[src/design/mftt_pkg.sv]
package mftt_pkg;

  localparam int COUNTS_PER_TURN = 8192;
  localparam int CPT_LOG2        = $clog2(COUNTS_PER_TURN);

  localparam int FRAME_W  = 56;
  localparam int ANGLE_W  = 16;
  localparam int SPEED_W  = 16;
  localparam int CURR_W   = 16;
  localparam int TEMP_W   = 8;
  localparam int OFFSET_W = 13;
  localparam int TURNS_W  = 24;
  localparam int TOTAL_W  = 38;
  localparam int REL_W    = 16;
  localparam int DEG_W    = 20;

  // Degrees in 1/256 units per full turn.
  localparam int DEG_SCALE = 360 * 256;
  localparam int PROD_W    = 34;

  localparam int QUEUE_DEPTH = 2;

  // APB register map: one 32-bit register per word.
  localparam int DATA_W = 32;
  localparam int ADDR_W = 3;
  localparam logic [0:0] REG_ZERO_OFFSET = 1'b0;

  // Turn step decided by the front part for each frame.
  localparam logic [1:0] STEP_HOLD = 2'd0;
  localparam logic [1:0] STEP_DOWN = 2'd1;
  localparam logic [1:0] STEP_UP   = 2'd2;

  typedef struct packed {
    logic        [ANGLE_W-1:0] angle;
    logic signed [SPEED_W-1:0] speed;
    logic signed [CURR_W-1:0]  current;
    logic        [TEMP_W-1:0]  temperature;
    logic        [1:0]         step;
  } entry_t;

endpackage

[src/design/motor_feedback_turn_tracker.sv]
// Motor feedback turn tracker. Each 7-byte feedback word is unpacked into
// angle, speed, current and temperature, and the angle is compared with that
// of the previous word to keep a saturating count of whole turns; the result
// word also carries the multi-turn position and the angle from the zero
// offset in counts and in degrees (1/256 units). One word is accepted every
// clock cycle while the queue is not full. An accepted word is written into
// the queue, and its result is loaded into the output register once that
// register is empty or its result is being taken. The front part decides the
// turn step and writes a two-entry queue, and the back part updates the turn
// count and loads the output register, so a stall on the result side only
// holds off input once the queue is full. The previous angle starts at zero
// after reset, so the first word may count a turn. The zero offset is
// register 0 of the APB port and should be written while idle.
module motor_feedback_turn_tracker
  import mftt_pkg::*;
#(
  parameter int QUEUE_DEPTH_P = QUEUE_DEPTH
) (
  input  logic                      clk,
  input  logic                      rst,
  input  logic                      psel,
  input  logic                      penable,
  input  logic                      pwrite,
  input  logic        [ADDR_W-1:0]  paddr,
  input  logic        [DATA_W-1:0]  pwdata,
  output logic        [DATA_W-1:0]  prdata,
  output logic                      pready,
  input  logic        [FRAME_W-1:0] frame_bytes,
  input  logic                      frame_valid,
  output logic                      frame_ready,
  output logic                      result_valid,
  input  logic                      result_ready,
  output logic        [ANGLE_W-1:0] rotor_angle,
  output logic signed [SPEED_W-1:0] rotor_speed,
  output logic signed [CURR_W-1:0]  torque_current,
  output logic        [TEMP_W-1:0]  motor_temperature,
  output logic signed [TURNS_W-1:0] turns,
  output logic signed [TOTAL_W-1:0] total_position,
  output logic signed [REL_W-1:0]   relative_counts,
  output logic signed [DEG_W-1:0]   relative_degrees_q8
);

  logic [OFFSET_W-1:0] zero_offset;
  logic                offset_sel;
  logic                queue_full;
  logic                queue_not_empty;
  logic                push;
  logic                pop;
  entry_t              push_entry;
  entry_t              head;

  assign pready     = 1'b1;
  assign offset_sel = (paddr[ADDR_W-1:2] == REG_ZERO_OFFSET);
  assign prdata     = offset_sel ? DATA_W'(zero_offset) : '0;

  always_ff @(posedge clk) begin
    if (rst) begin
      zero_offset <= '0;
    end else if (psel && penable && pwrite && pready && offset_sel) begin
      zero_offset <= pwdata[OFFSET_W-1:0];
    end
  end

  mftt_front u_front (
    .clk         (clk),
    .rst         (rst),
    .frame_bytes (frame_bytes),
    .frame_valid (frame_valid),
    .frame_ready (frame_ready),
    .queue_full  (queue_full),
    .push        (push),
    .push_entry  (push_entry)
  );

  mftt_queue #(
    .DEPTH (QUEUE_DEPTH_P)
  ) u_queue (
    .clk        (clk),
    .rst        (rst),
    .push       (push),
    .push_entry (push_entry),
    .pop        (pop),
    .full       (queue_full),
    .not_empty  (queue_not_empty),
    .head       (head)
  );

  mftt_back u_back (
    .clk                 (clk),
    .rst                 (rst),
    .zero_offset         (zero_offset),
    .queue_not_empty     (queue_not_empty),
    .head                (head),
    .pop                 (pop),
    .result_valid        (result_valid),
    .result_ready        (result_ready),
    .rotor_angle         (rotor_angle),
    .rotor_speed         (rotor_speed),
    .torque_current      (torque_current),
    .motor_temperature   (motor_temperature),
    .turns               (turns),
    .total_position      (total_position),
    .relative_counts     (relative_counts),
    .relative_degrees_q8 (relative_degrees_q8)
  );

endmodule

[src/design/mftt_front.sv]
module mftt_front
  import mftt_pkg::*;
(
  input  logic               clk,
  input  logic               rst,
  input  logic [FRAME_W-1:0] frame_bytes,
  input  logic               frame_valid,
  output logic               frame_ready,
  input  logic               queue_full,
  output logic               push,
  output entry_t             push_entry
);

  logic        [ANGLE_W-1:0] prev_angle;
  logic        [ANGLE_W-1:0] angle;
  logic signed [ANGLE_W:0]   delta;

  localparam logic signed [ANGLE_W:0] HALF_S = (ANGLE_W + 1)'(COUNTS_PER_TURN / 2);

  assign frame_ready = !queue_full;
  assign push        = frame_valid && frame_ready;
  assign angle       = frame_bytes[55:40];
  assign delta       = signed'({1'b0, angle}) - signed'({1'b0, prev_angle});

  always_comb begin
    push_entry.angle       = angle;
    push_entry.speed       = signed'(frame_bytes[39:24]);
    push_entry.current     = signed'(frame_bytes[23:8]);
    push_entry.temperature = frame_bytes[7:0];
    // A large forward jump means the encoder wrapped backwards, and vice versa.
    priority if (delta > HALF_S) begin
      push_entry.step = STEP_DOWN;
    end else if (delta < -HALF_S) begin
      push_entry.step = STEP_UP;
    end else begin
      push_entry.step = STEP_HOLD;
    end
  end

  always_ff @(posedge clk) begin
    if (rst) begin
      prev_angle <= '0;
    end else if (push) begin
      prev_angle <= angle;
    end
  end

endmodule

[src/design/mftt_queue.sv]
module mftt_queue
  import mftt_pkg::*;
#(
  parameter int DEPTH = QUEUE_DEPTH
) (
  input  logic   clk,
  input  logic   rst,
  input  logic   push,
  input  entry_t push_entry,
  input  logic   pop,
  output logic   full,
  output logic   not_empty,
  output entry_t head
);

  localparam int PTR_W = $clog2(DEPTH);
  localparam int CNT_W = $clog2(DEPTH + 1);
  localparam logic [PTR_W-1:0] LAST = PTR_W'(DEPTH - 1);

  entry_t             slots [DEPTH];
  logic [PTR_W-1:0]   wr_ptr;
  logic [PTR_W-1:0]   rd_ptr;
  logic [CNT_W-1:0]   count;

  assign full      = (count == CNT_W'(DEPTH));
  assign not_empty = (count != '0);
  assign head      = slots[rd_ptr];

  always_ff @(posedge clk) begin
    if (push) begin
      slots[wr_ptr] <= push_entry;
    end
  end

  always_ff @(posedge clk) begin
    if (rst) begin
      wr_ptr <= '0;
      rd_ptr <= '0;
      count  <= '0;
    end else begin
      if (push) begin
        wr_ptr <= (wr_ptr == LAST) ? '0 : wr_ptr + 1'b1;
      end
      if (pop) begin
        rd_ptr <= (rd_ptr == LAST) ? '0 : rd_ptr + 1'b1;
      end
      if (push && !pop) begin
        count <= count + 1'b1;
      end else if (pop && !push) begin
        count <= count - 1'b1;
      end
    end
  end

endmodule

[src/design/mftt_back.sv]
module mftt_back
  import mftt_pkg::*;
(
  input  logic                       clk,
  input  logic                       rst,
  input  logic        [OFFSET_W-1:0] zero_offset,
  input  logic                       queue_not_empty,
  input  entry_t                     head,
  output logic                       pop,
  output logic                       result_valid,
  input  logic                       result_ready,
  output logic        [ANGLE_W-1:0]  rotor_angle,
  output logic signed [SPEED_W-1:0]  rotor_speed,
  output logic signed [CURR_W-1:0]   torque_current,
  output logic        [TEMP_W-1:0]   motor_temperature,
  output logic signed [TURNS_W-1:0]  turns,
  output logic signed [TOTAL_W-1:0]  total_position,
  output logic signed [REL_W-1:0]    relative_counts,
  output logic signed [DEG_W-1:0]    relative_degrees_q8
);

  localparam int WORK_W = ANGLE_W + 2;
  localparam logic signed [WORK_W-1:0] HALF_S = WORK_W'(COUNTS_PER_TURN / 2);
  localparam logic signed [WORK_W-1:0] FULL_S = WORK_W'(COUNTS_PER_TURN);
  localparam logic signed [TURNS_W-1:0] TURN_MAX = {1'b0, {(TURNS_W - 1){1'b1}}};
  localparam logic signed [TURNS_W-1:0] TURN_MIN = {1'b1, {(TURNS_W - 1){1'b0}}};

  logic signed [TURNS_W-1:0] turn_count;
  logic signed [TURNS_W-1:0] turn_count_next;
  logic signed [WORK_W-1:0]  ang_s;
  logic signed [WORK_W-1:0]  off_s;
  logic signed [WORK_W-1:0]  diff;
  logic signed [WORK_W-1:0]  rel;
  logic signed [REL_W-1:0]   rel16;
  logic signed [TOTAL_W-1:0] total;
  logic signed [PROD_W-1:0]  deg_prod;
  logic signed [PROD_W-1:0]  deg_shift;

  assign pop = queue_not_empty && (!result_valid || result_ready);

  always_comb begin
    turn_count_next = turn_count;
    unique case (head.step)
      STEP_DOWN: begin
        if (turn_count != TURN_MIN) begin
          turn_count_next = turn_count - 1'b1;
        end
      end
      STEP_UP: begin
        if (turn_count != TURN_MAX) begin
          turn_count_next = turn_count + 1'b1;
        end
      end
      STEP_HOLD: turn_count_next = turn_count;
      default:   turn_count_next = turn_count;
    endcase
  end

  assign ang_s = signed'({2'b00, head.angle});
  assign off_s = signed'({(WORK_W - OFFSET_W)'(0), zero_offset});
  assign diff  = ang_s - off_s;

  // Move the angle by one turn where needed so that it lies within half a turn
  // of the offset.
  always_comb begin
    if (off_s >= HALF_S) begin
      rel = (ang_s > off_s - HALF_S) ? diff : diff + FULL_S;
    end else begin
      rel = (ang_s > off_s + HALF_S) ? diff - FULL_S : diff;
    end
  end

  assign rel16     = rel[REL_W-1:0];
  assign total     = (TOTAL_W'(turn_count_next) <<< CPT_LOG2) + TOTAL_W'(diff);
  assign deg_prod  = PROD_W'(rel16) * PROD_W'(DEG_SCALE);
  // The arithmetic shift rounds towards minus infinity.
  assign deg_shift = deg_prod >>> CPT_LOG2;

  always_ff @(posedge clk) begin
    if (rst) begin
      turn_count   <= '0;
      result_valid <= 1'b0;
    end else begin
      if (pop) begin
        turn_count   <= turn_count_next;
        result_valid <= 1'b1;
      end else if (result_ready) begin
        result_valid <= 1'b0;
      end
    end
  end

  always_ff @(posedge clk) begin
    if (pop) begin
      rotor_angle         <= head.angle;
      rotor_speed         <= head.speed;
      torque_current      <= head.current;
      motor_temperature   <= head.temperature;
      turns               <= turn_count_next;
      total_position      <= total;
      relative_counts     <= rel16;
      relative_degrees_q8 <= deg_shift[DEG_W-1:0];
    end
  end

endmodule

[config.mk]
export PLATFORM = sky130hd
export DESIGN_NAME = motor_feedback_turn_tracker
export DESIGN_NICKNAME = d
export VERILOG_FILES = /design/src/design/mftt_pkg.sv /design/src/design/motor_feedback_turn_tracker.sv /design/src/design/mftt_front.sv /design/src/design/mftt_queue.sv /design/src/design/mftt_back.sv
export SDC_FILE = /design/constraint.sdc
export NUM_CORES = 1
export LEC_CHECK = 0
export ABC_AREA = 1
export BUFFER_PORTS_ARGS = -buffer_cell sky130_fd_sc_hd__buf_2
export CORE_MARGIN = 5
export CORE_UTILIZATION = 35
export CTS_CLUSTER_DIAMETER = 50
export DETAILED_ROUTE_END_ITERATION = 10
export SLEW_MARGIN = 0
export SYNTH_ARGS = -nofsm -noshare
export SYNTH_HDL_FRONTEND = slang
export SYNTH_SLANG_ARGS = --single-unit
[constraint.sdc]
create_clock -name clk -period 8.8 [get_ports clk]
set_input_delay 0.88 -clock clk [delete_from_list [all_inputs] [get_ports clk]]
set_output_delay 0.88 -clock clk [all_outputs]
set_load 0.02 [all_outputs]
==> summary.txt, run 1 <==
Detailed routing
  – DR WL/cell: 17.06 microns
  – First-pass DRT Iterations: 5
  – Iter 0 DRT Violations: 972
  – DRC Markers: 0
  – Via count: 14124
  – WL final: 49520 microns
  – Routed Antenna Nets: 0
  – Via density per instance: 4.865

Global routing
  – First-pass GRT wire length: 76860 microns
  – Initial antenna violation count: 5
  – Number of global-route vias before repair: 13712
  – All-Layer GR Usage: 17.11%
  – Largest net degree at the start of global routing: 193
  – Grt total ovfl: 0

CTS
  – Worst-path clk slew: 0.06 ns
  – Max clock buf depth: 3
  – Post-CTS Setup Bufs: 0
  – CTS Buf Count: 42
  – Root buf cell: clkbuf_16
  – Post_cts resized: 0
  – Clk sinks: 316
  – Cts hold-fix bufs: 0
  – Worst-skew pair later-pin latency: 0.59 ns
  – CTS tree: built
  – H-tree depth: 2

Die
  – IO Pins: 287
  – Initial Util: 35.29%
  – Die ar.: 56270 sq um
  – FP Rows: 83
  – Die H: 237.2 microns
  – Core area: 51200 sq um
  – Die X: 237.2 microns

Synthesis
  – Seq/Total Area, Yosys: 49.25%
  – Area contributors post-synth: edfxtp_1, nand2_1, ha_1, dfxtp_1, inv_1
  – #FFs+latches synth: 316
  – Top cells by instance count after synthesis: nand2_1, edfxtp_1, inv_1, a21oi_1, nor2_1
  – Yosys top cell by area: edfxtp_1
  – Synth Cell Area: 18070 sq um
  – Cells after synthesis: 1961
  – Number of synthesized flops with an enable pin: 257
  – Average size of a mapped cell: 9.214 sq um
  – Most frequent cell after synthesis: nand2_1
  – Top_reg_cell synth: edfxtp_1
  – Total number of yosys warnings: 0
  – Netlist cell types: 50
  – Asr flop ratio synth: 0%
  – Yosys top cell area share: 42.71%

Placement
  – PortBufs: 245
  – GP Congestion: 0.9017
  – DP Wirelength: 37440 microns

STA
  – Final setup fails: 0
  – Fin. Hold Viols: 0
  – Final setup TNS: 0 ns
  – Unrepaired setup endpoints after global routing: false
  – Fin crit share: 83.94%
  – Clock skew: 0.04480 ns
  – Slew Viols, Final: 0
  – Worst relative slew slack: 24.87%
  – Min cycle time layout: 7.387 ns
  – Slew @ Worst Pin: 1.125 ns
  – FMAX: 0.1354 GHz

Worst hold path
  – HP Class: flop to flop

Finish
  – Area growth syn-to-layout: 17.58%
  – Nets: 2432
  – Layout cell share with drive strength beyond 1: 16.86%

Setup path
  – Worst setup SP type: flop
  – Critical path class: flop to flop
  – R2r setup slk: 1.41 ns
  – CP Capture Type: flop
  – Crit path max fanout: 58
  – CP max stage delay: 0.79 ns
  – Worst EP arrival: 7.70 ns
  – CP most frequent cell: nand2_1
  – Crit path required time: 9.12 ns
  – Crit-path slowest cell: inv_2

Run status
  – Outcome: finished clean

Run
  – # Max-Cap Violations: 0
==> area by class of cell <==
cell class | count | area, sq um
antenna | 5 | 12.51
clock buffer | 48 | 1074
clock inverter | 29 | 346.6
fill | 5013 | 29950
inverter | 245 | 919.6
multi-input combinational | 1327 | 7844
sequential | 316 | 8900
tap | 680 | 850.8
timing repair buffer | 253 | 1299
==> worst max-delay path, delay by kind of cell, from the launching register on <==
kind | cells | cell delay [ns]
AOI/OAI and AO/OA | 5 | 1.24
adders and majority gates | 7 | 2.61
buffers and inverters | 6 | 1.10
DFF | 1 | 0.32
and+or+nand+nor | 15 | 1.79
==> through the flow <==
step                util [%]  area, sq um  std cells  worst slack, ns  hold WS [ns]
finish                 41.50        21250       2903            1.413        0.4454
detailed placement     38.70        19810       2821            1.455        0.4476
floorplan                  -        18140       1979            2.672        0.4257
CTS                    41.47        21230       2898            1.385        0.4397
global placement       38.70        19810       2821            1.600        0.4257
global route           41.50        21250       2903           0.7010        0.4454
==> cell usage in the layout (no fill, tap or decap), types with 9 or more instances in the layout <==
cell and count:
nand2_1 433, edfxtp_1 257, buf_2 245, inv_1 235, a21oi_1 149, nor2_1 126, o21ai_0 118, ha_1 118
nand3_1 97, dfxtp_1 58, xor2_1 52, clkbuf_16 42, fa_1 31, nand4_1 29, nor3_1 27, conb_1 20
xnor2_1 16, o21ai_1 13, nand2_2 11, inv_2 9, nand3b_1 9
==> cells by family (layout without fill, tap and decap cells) <==
group,Yosys count,count (layout),synth area share (%)
AO/OA/AOI/OAI,326,326,9.688
XOR/XNOR,68,68,3.296
adder cells (fa/ha/maj),149,149,11.61
buffers and inverters,336,575,7.880
flip-flops,316,316,49.25
other,2,25,0.04156
AND/OR/NAND/NOR,764,764,18.24
==> worst paths after layout <==
kind	startpoint	end	cells past startpoint
worst max register to register	flop	u_back.relative_degrees_q8[18]$_DFFE_PP_	33
worst min register to register	u_queue.rd_ptr$_SDFFE_PP0P_	flop	1
worst min-delay path	u_queue.rd_ptr$_SDFFE_PP0P_	flop	1
worst max-delay path	flop	u_back.relative_degrees_q8[18]$_DFFE_PP_	33
==> sequential cells by signal, summed over array words and instances (netlist names), 8 cells and up, named ones only <==
register,cells
u_queue.slots,116
u_back.total_position,25
u_back.turn_count,24
u_back.turns,24
u_back.relative_degrees_q8,20
u_back.relative_counts,16
u_back.rotor_angle,16
u_back.rotor_speed,16
u_back.torque_current,16
u_front.prev_angle,16
zero_offset,13
u_back.motor_temperature,8
==> per-layer routing <==
layer,GRT usage (%),vias to the layer above,wire [microns]
li1,-,7018,-
met1,22.26,6667,21170
met2,28.70,349,23980
met3,2.599,90,2524
met4,7.102,0,1838
met5,0,-,0
Power of run 1 is left out: the tool's default activity adds up to more than one toggle a clock period on the data nets, which glitch-free logic cannot reach.
==> inputs of run 2 (changes only) <==
- ABC_AREA: 1 -> 0
- clock period: 8.8 -> 7.4 ns (I/O delays scaled with it)
==> run 2 against run 1 <==
Against the previous run: clock-buffer cell count is 7 higher; routed wire length fell by 14%; flip-flop and latch count is the same.
==> summary.txt, run 2 <==
Setup path
  – CP delay by family, top: compound AO/OA/AOI/OAI gates
  – Crit path required time: 7.70 ns (-1.42 ns)
  – Worst EP arrival: 7.19 ns (-0.51 ns)
  – Critical path class: flop to flop
  – Worst Path Buf+Inv: 2 (-4)
  – Crit-path slowest cell: dfxtp_4
  – Worst setup SP type: flop
  – CP most frequent cell: a21oi_1
  – Crit path max fanout: 22 (-62%)
  – CP max stage delay: 0.54 ns (-0.25 ns)
  – CP Capture Type: flop

Worst hold path
  – HP Class: input pin to flop

STA
  – Final hold slack: 0.3615 ns (-0.08392 ns)
  – Unrepaired setup endpoints after global routing: false
  – FMAX: 0.1450 GHz (+7.1%)
  – Fin. Hold Viols: 0 (unchanged)
  – Slew Viols, Final: 0 (unchanged)
  – Worst relative slew slack: 37.75% (+13 points)
  – Slew @ Worst Pin: 0.9337 ns (-0.1916 ns)
  – Final setup fails: 0 (unchanged)
  – Final setup TNS: 0 ns (unchanged)
  – Clock skew: 0.02043 ns (-0.02437 ns)
  – Min cycle time layout: 6.896 ns (-0.4908 ns)
  – Fin crit share: 93.19% (+9.2 points)

Placement
  – PortBufs: 245 (unchanged)
  – DP Wirelength: 30650 microns (-18%)
  – GP Congestion: 0.8884 (-1.5%)
  – Post-DP Area: 18970 sq um (-4.2%)

Finish
  – Layout cell share with drive strength beyond 1: 22.75% (+5.9 points)
  – Fillers: 4598 (-8.3%)
  – Most flops, register: u_queue.slots
  – Area growth syn-to-layout: 19.04%
  – Core Util, Final: 41.92% (+0.42 points)
  – Commonest cells after routing, fill and taps aside: edfxtp_1, buf_2, nand2_1, inv_1, ha_1
  – Nets: 2014 (-17%)
  – Regs by FF count: u_queue.slots: 116 flops, u_back.total_position: 25 flops
  – Commonest non-fill, non-tap cell in the layout: edfxtp_1
  – Number of flip-flops in the largest register: 116 (unchanged)
  – Design area: 20440 sq um (-3.8%)

Synthesis
  – Netlist cell types: 82 (+64%)
  – Number of synthesized flops with an enable pin: 257 (unchanged)
  – Seq/Total Area, Yosys: 51.84% (+2.6 points)
  – Top_reg_cell synth: edfxtp_1
  – Total number of yosys warnings: 0 (unchanged)
  – Yosys top cell by area: edfxtp_1
  – Top cells by instance count after synthesis: edfxtp_1, nand2_1, inv_1, ha_1, nor2_1
  – Average size of a mapped cell: 11.21 sq um (+22%)
  – Synth Cell Area: 17170 sq um (-5.0%)
  – Synth Area in Simple Gates: 10.77% (-7.5 points)
  – XOR/XNOR share of the synthesized area: 3.397% (+0.10 points)
  – Most frequent cell after synthesis: edfxtp_1
  – Main combinational cell family by area after synthesis: adder cells
  – Compound-Gate Fraction of Synth Area: 11.98% (+2.3 points)
  – Post-synthesis mux area share: 4.016% (+4.0 points)
  – Area contributors post-synth: edfxtp_1, ha_1, dfxtp_1, fa_1, mux2_2
  – #FFs+latches synth: 316 (unchanged)
  – Yosys top cell area share: 44.96% (+2.2 points)
  – Cells after synthesis: 1531 (-22%)
  – Post-synthesis adder-cell area fraction: 12.22% (+0.61 points)
  – Asr flop ratio synth: 0% (unchanged)

Global routing
  – All-Layer GR Usage: 15.53% (-1.6 points)
  – Number of global-route vias before repair: 12203 (-11%)
  – First-pass GRT wire length: 66500 microns (-13%)
  – Grt total ovfl: 0 (unchanged)
  – Largest net degree at the start of global routing: 95 (-51%)
  – Initial antenna violation count: 4 (-1)

Detailed routing
  – Via count: 12307 (-13%)
  – Iter 0 DRT Violations: 862 (-11%)
  – DR WL/cell: 17.33 microns (+1.6%)
  – Routed Antenna Nets: 0 (unchanged)
  – WL final: 42770 microns (-14%)
  – First-pass DRT Iterations: 6 (+1)
  – Via density per instance: 4.987 (+2.5%)
  – DRC Markers: 0 (unchanged)

CTS
  – Post-CTS Setup Bufs: 0 (unchanged)
  – Clk sinks: 316 (unchanged)
  – Worst-path clk slew: 0.06 ns (about the same)
  – Worst-skew pair later-pin latency: 0.57 ns (-0.02 ns)
  – CTS tree: built
  – H-tree depth: 2 (unchanged)
  – CTS Buf Count: 43 (+2.4%)
  – Root buf cell: clkbuf_16
  – Max clock buf depth: 3 (unchanged)
  – Cts hold-fix bufs: 0 (unchanged)

Die
  – FP Rows: 81 (-2.4%)
  – Initial Util: 35.21% (-0.077 points)
  – Die X: 231.5 microns (-2.4%)
  – Die ar.: 53580 sq um (-4.8%)
  – Core area: 48750 sq um (-4.8%)
  – IO Pins: 287 (unchanged)
  – Die H: 231.5 microns (-2.4%)

Run
  – # Max-Cap Violations: 0 (unchanged)

Run status
  – Outcome: finished clean
run 2: changes by cell type in the layout (fill, tap and decap cells not counted), moves of 16 or more:
| cell | before | now |
|---|---|---|
| o21ai_0 | 118 | 47 |
| nand2_1 | 433 | 142 |
| nor2_1 | 126 | 106 |
| xor2_1 | 52 | 19 |
| xnor2_1 | 16 | 44 |
| nand3_1 | 97 | 24 |
| nand2b_1 | 0 | 18 |
| mux2_2 | 0 | 54 |
| inv_1 | 235 | 135 |
| nand4_1 | 29 | 13 |
| a21oi_1 | 149 | 101 |
run 2: logic make-up (layout without fill, tap and decap cells):
logic type / after synthesis / count (layout)
xor gates and xnor gates: 65 / 65
other: 2 / 22
DFF: 316 / 316
adders and majority gates: 149 / 149
AOI/OAI and AO/OA: 313 / 313
buffers and inverters: 225 / 478
muxes: 62 / 62
and+or+nand+nor: 399 / 399
run 2: worst reg2reg max path, stage by stage, from the launching register on:
cell and delay [ns]:
dfxtp_4 0.54, mux2_2 0.44, ha_1 0.34, nor2b_1 0.16, o2111ai_1 0.22, and2_1 0.20
a21oi_1 0.09, a21o_1 0.21, a21o_1 0.18, a211oi_1 0.28, nor2_2 0.13, ha_1 0.31
ha_1 0.27, inv_1 0.05, fa_1 0.52, inv_1 0.05, fa_1 0.45, ha_1 0.35
a21oi_1 0.21, nor3b_1 0.25, o21ai_0 0.22, a31oi_1 0.30, a21oi_1 0.12, a21oi_1 0.24
o21bai_1 0.10, a21oi_1 0.18, xnor3_1 0.23
run 2: worst paths after layout:
kind	startpoint	end	slack, ns	cells after the start
setup / recovery	flop	u_back.relative_degrees_q8[18]$_DFFE_PP_	0.50	26
hold / removal	frame_bytes[20]	u_queue.slots[0][22]$_DFFE_PP_	0.36	1
setup reg to reg	flop	u_back.relative_degrees_q8[18]$_DFFE_PP_	0.50	26
hold reg to reg	u_front.prev_angle[8]$_SDFFE_PP0P_	u_front.prev_angle[8]$_SDFFE_PP0P_	0.45	2
run 2: layout make-up:
type / instances / area, sq um / area share (%)
flip-flops and latches: 316 / 8902 / 43.56
multi-input cells: 1008 / 7378 / 36.10
repair buffers: 261 / 1346 / 6.588
clock buffers: 55 / 1171 / 5.731
well taps: 664 / 830.8 / 4.065
inverters: 137 / 519.2 / 2.541
clock inverters: 25 / 282.8 / 1.384
diodes: 2 / 5.005 / 0.02449
run 2: metrics by stage:
| step | worst slack, ns | std cells |
|---|---|---|
| final | 0.5041 | 2468 |
| after global routing | 0.007518 | 2466 |
| after CTS | 0.3262 | 2466 |
| after detailed placement | 0.3523 | 2386 |
| after global placement | 0.5011 | 2386 |
| after floorplan | 0.08036 | 1549 |
run 2: per-layer routing:
metal / part of all wire [%] / global-route usage [%]
met1: 43 / 19.44
met5: 0.096 / 0
met3: 6.0 / 3.393
met2: 49 / 27.07
met4: 2.2 / 4.495
run 2: what timing repair did:
item | CTS | global route
gates resized for setup | 0 | 3
endpoints found under the hold margin | 0 | 0
endpoints found under the setup margin | 0 | 3
Power of run 2 is left out for the same reason.
==> inputs of run 3 (changes only) <==
- BUFFER_PORTS_ARGS: -buffer_cell sky130_fd_sc_hd__buf_2 -> -buffer_cell sky130_fd_sc_hd__clkbuf_2
==> run 3 against run 2 <==
Against the previous run: maximum frequency increased by 0.61%; flip-flop and latch count unchanged; utilization up 0.21 points.
==> summary.txt, run 3 (synthesis gave the netlist of run 2 again) <==
Die
  – IO Pins: 287 (unchanged)
  – Die X: 231.5 microns (unchanged)
  – Initial Util: 35.21% (unchanged)
  – Die ar.: 53580 sq um (unchanged)
  – FP Rows: 81 (unchanged)
  – Die H: 231.5 microns (unchanged)
  – Core area: 48750 sq um (unchanged)

Finish
  – Regs by FF count: u_queue.slots: 116 flops, u_back.total_position: 25 flops
  – Commonest cells after routing, fill and taps aside: edfxtp_1, clkbuf_2, nand2_1, inv_1, ha_1
  – Commonest non-fill, non-tap cell in the layout: edfxtp_1
  – Design area: 20540 sq um (+0.51%)
  – Layout cell share with drive strength beyond 1: 22.76% (about the same)
  – Final std cells w/o fill: 2474 (+0.24%)
  – Number of flip-flops in the largest register: 116 (unchanged)
  – Area growth syn-to-layout: 19.65%
  – Most flops, register: u_queue.slots
  – Nets: 2016 (+0.099%)
  – Area of the multi-input gates: 7376 sq um (about the same)
  – Fillers: 4581 (-0.37%)
  – Sequential cell area: 8902 sq um (unchanged)

CTS
  – Worst-skew pair later-pin latency: 0.57 ns (about the same)
  – Worst-path clk slew: 0.06 ns (about the same)
  – Max clock buf depth: 3 (unchanged)
  – H-tree depth: 2 (unchanged)
  – CTS Buf Count: 45 (+4.7%)
  – CTS tree: built
  – Clk sinks: 316 (unchanged)
  – Cts hold-fix bufs: 0 (unchanged)
  – Root buf cell: clkbuf_16
  – Post-CTS Setup Bufs: 0 (unchanged)

Setup path
  – Critical path class: flop to flop
  – R2r setup slk: 0.55 ns (+0.04 ns)
  – Crit path max fanout: 22 (unchanged)
  – Worst Path Buf+Inv: 5 (+3)
  – CP max stage delay: 0.54 ns (about the same)
  – Worst setup SP type: flop
  – CP delay by family, top: adder cells
  – Reg-to-reg endpoint: u_back.relative_degrees_q8[18]$_DFFE_PP_
  – Crit path required time: 7.69 ns (about the same)
  – Worst EP arrival: 7.14 ns (-0.05 ns)
  – R2R cell count: 25 (-3.8%)
  – Crit-path slowest cell: dfxtp_4
  – CP Capture Type: flop

Worst hold path
  – Hold Path Sink: u_queue.slots[0][6]$_DFFE_PP_
  – HP Class: input pin to flop
  – HP Start: frame_bytes[4]
  – Worst Hold Depth: 1 (unchanged)

STA
  – Final setup TNS: 0 ns (unchanged)
  – Fin crit share: 92.62% (-0.57 points)
  – Unrepaired setup endpoints after global routing: false
  – Clock skew: 0.03615 ns (+0.01571 ns)
  – Worst relative slew slack: 34.03% (-3.7 points)
  – Slew @ Worst Pin: 0.9896 ns (+0.05589 ns)
  – Slew Viols, Final: 0 (unchanged)
  – FMAX: 0.1459 GHz (+0.61%)
  – Min cycle time layout: 6.854 ns (-0.04200 ns)
  – Final setup fails: 0 (unchanged)
  – Fin. Hold Viols: 0 (unchanged)
  – Worst setup margin: 0.5461 ns (+0.04200 ns)

Detailed routing
  – Via count: 12350 (+0.35%)
  – Via density per instance: 4.992 (+0.11%)
  – Iter 0 DRT Violations: 794 (-7.9%)
  – WL final: 42330 microns (-1.0%)
  – First-pass DRT Iterations: 6 (unchanged)
  – DRC Markers: 0 (unchanged)
  – DR WL/cell: 17.11 microns (-1.3%)
  – Routed Antenna Nets: 0 (unchanged)

Placement
  – Post-DP Area: 18970 sq um (unchanged)
  – Post-Place Setup Slack: 0.4000 ns (+0.04765 ns)
  – DP Wirelength: 30440 microns (-0.69%)
  – PortBufs: 245 (unchanged)
  – Placed instance count: 2386 (unchanged)
  – GP Congestion: 0.8929 (+0.51%)

Global routing
  – Initial antenna violation count: 10 (+6)
  – Number of global-route vias before repair: 12325 (+1.0%)
  – Largest net degree at the start of global routing: 95 (unchanged)
  – Grt total ovfl: 0 (unchanged)
  – All-Layer GR Usage: 15.56% (+0.035 points)
  – First-pass GRT wire length: 66990 microns (+0.75%)

Run status
  – Outcome: finished clean

Run
  – # Max-Cap Violations: 0 (unchanged)
-- run 3: final cells by class --
class / instances / area share [%]
well taps: 664 / 4.045
flip-flops and latches: 316 / 43.34
inverters: 137 / 2.528
multi-input cells: 1008 / 35.91
diodes: 4 / 0.04873
clock buffers: 57 / 5.750
repair buffers: 261 / 6.555
clock inverters: 27 / 1.821
-- run 3: how the worst max path moves through the flow --
| stage | startpoint | to | slack, ns | cells past startpoint |
|---|---|---|---|---|
| after floorplan | flop | u_back.total_position[36]$_DFFE_PP_ | 0.08 | 21 |
| after global placement | flop | u_back.relative_degrees_q8[18]$_DFFE_PP_ | 0.51 | 25 |
| after detailed placement | flop | u_back.relative_degrees_q8[18]$_DFFE_PP_ | 0.40 | 25 |
| after CTS | flop | u_back.relative_degrees_q8[18]$_DFFE_PP_ | 0.34 | 25 |
| after global routing | flop | u_back.relative_degrees_q8[19]$_DFFE_PP_ | 0.03 | 26 |
| final | flop | u_back.relative_degrees_q8[18]$_DFFE_PP_ | 0.55 | 25 |
-- run 3: layer usage --
| layer | GRT usage (%) | wire, microns | vias to the layer above |
|---|---|---|---|
| met5 | 0 | 82 | - |
| met4 | 5.089 | 1279 | 12 |
| met2 | 26.27 | 20260 | 322 |
| li1 | - | - | 5967 |
| met3 | 3.651 | 2601 | 90 |
| met1 | 19.82 | 18110 | 5959 |
-- run 3: repair_timing --
item | 4_1_cts | 5_1_grt
hold endpoints to repair | 0 | 0
endpoints found under the setup margin | 0 | 2
gates resized for setup | 0 | 1
-- run 3: per-stage QoR --
step / utilization (%) / hold WS [ns]
floorplan: - / 0.4363
global placement: 38.92 / 0.4417
detailed placement: 38.92 / 0.4465
CTS: 42.11 / 0.3024
global route: 42.13 / 0.3130
finish: 42.13 / 0.3522
Power of run 3 is left out for the same reason.
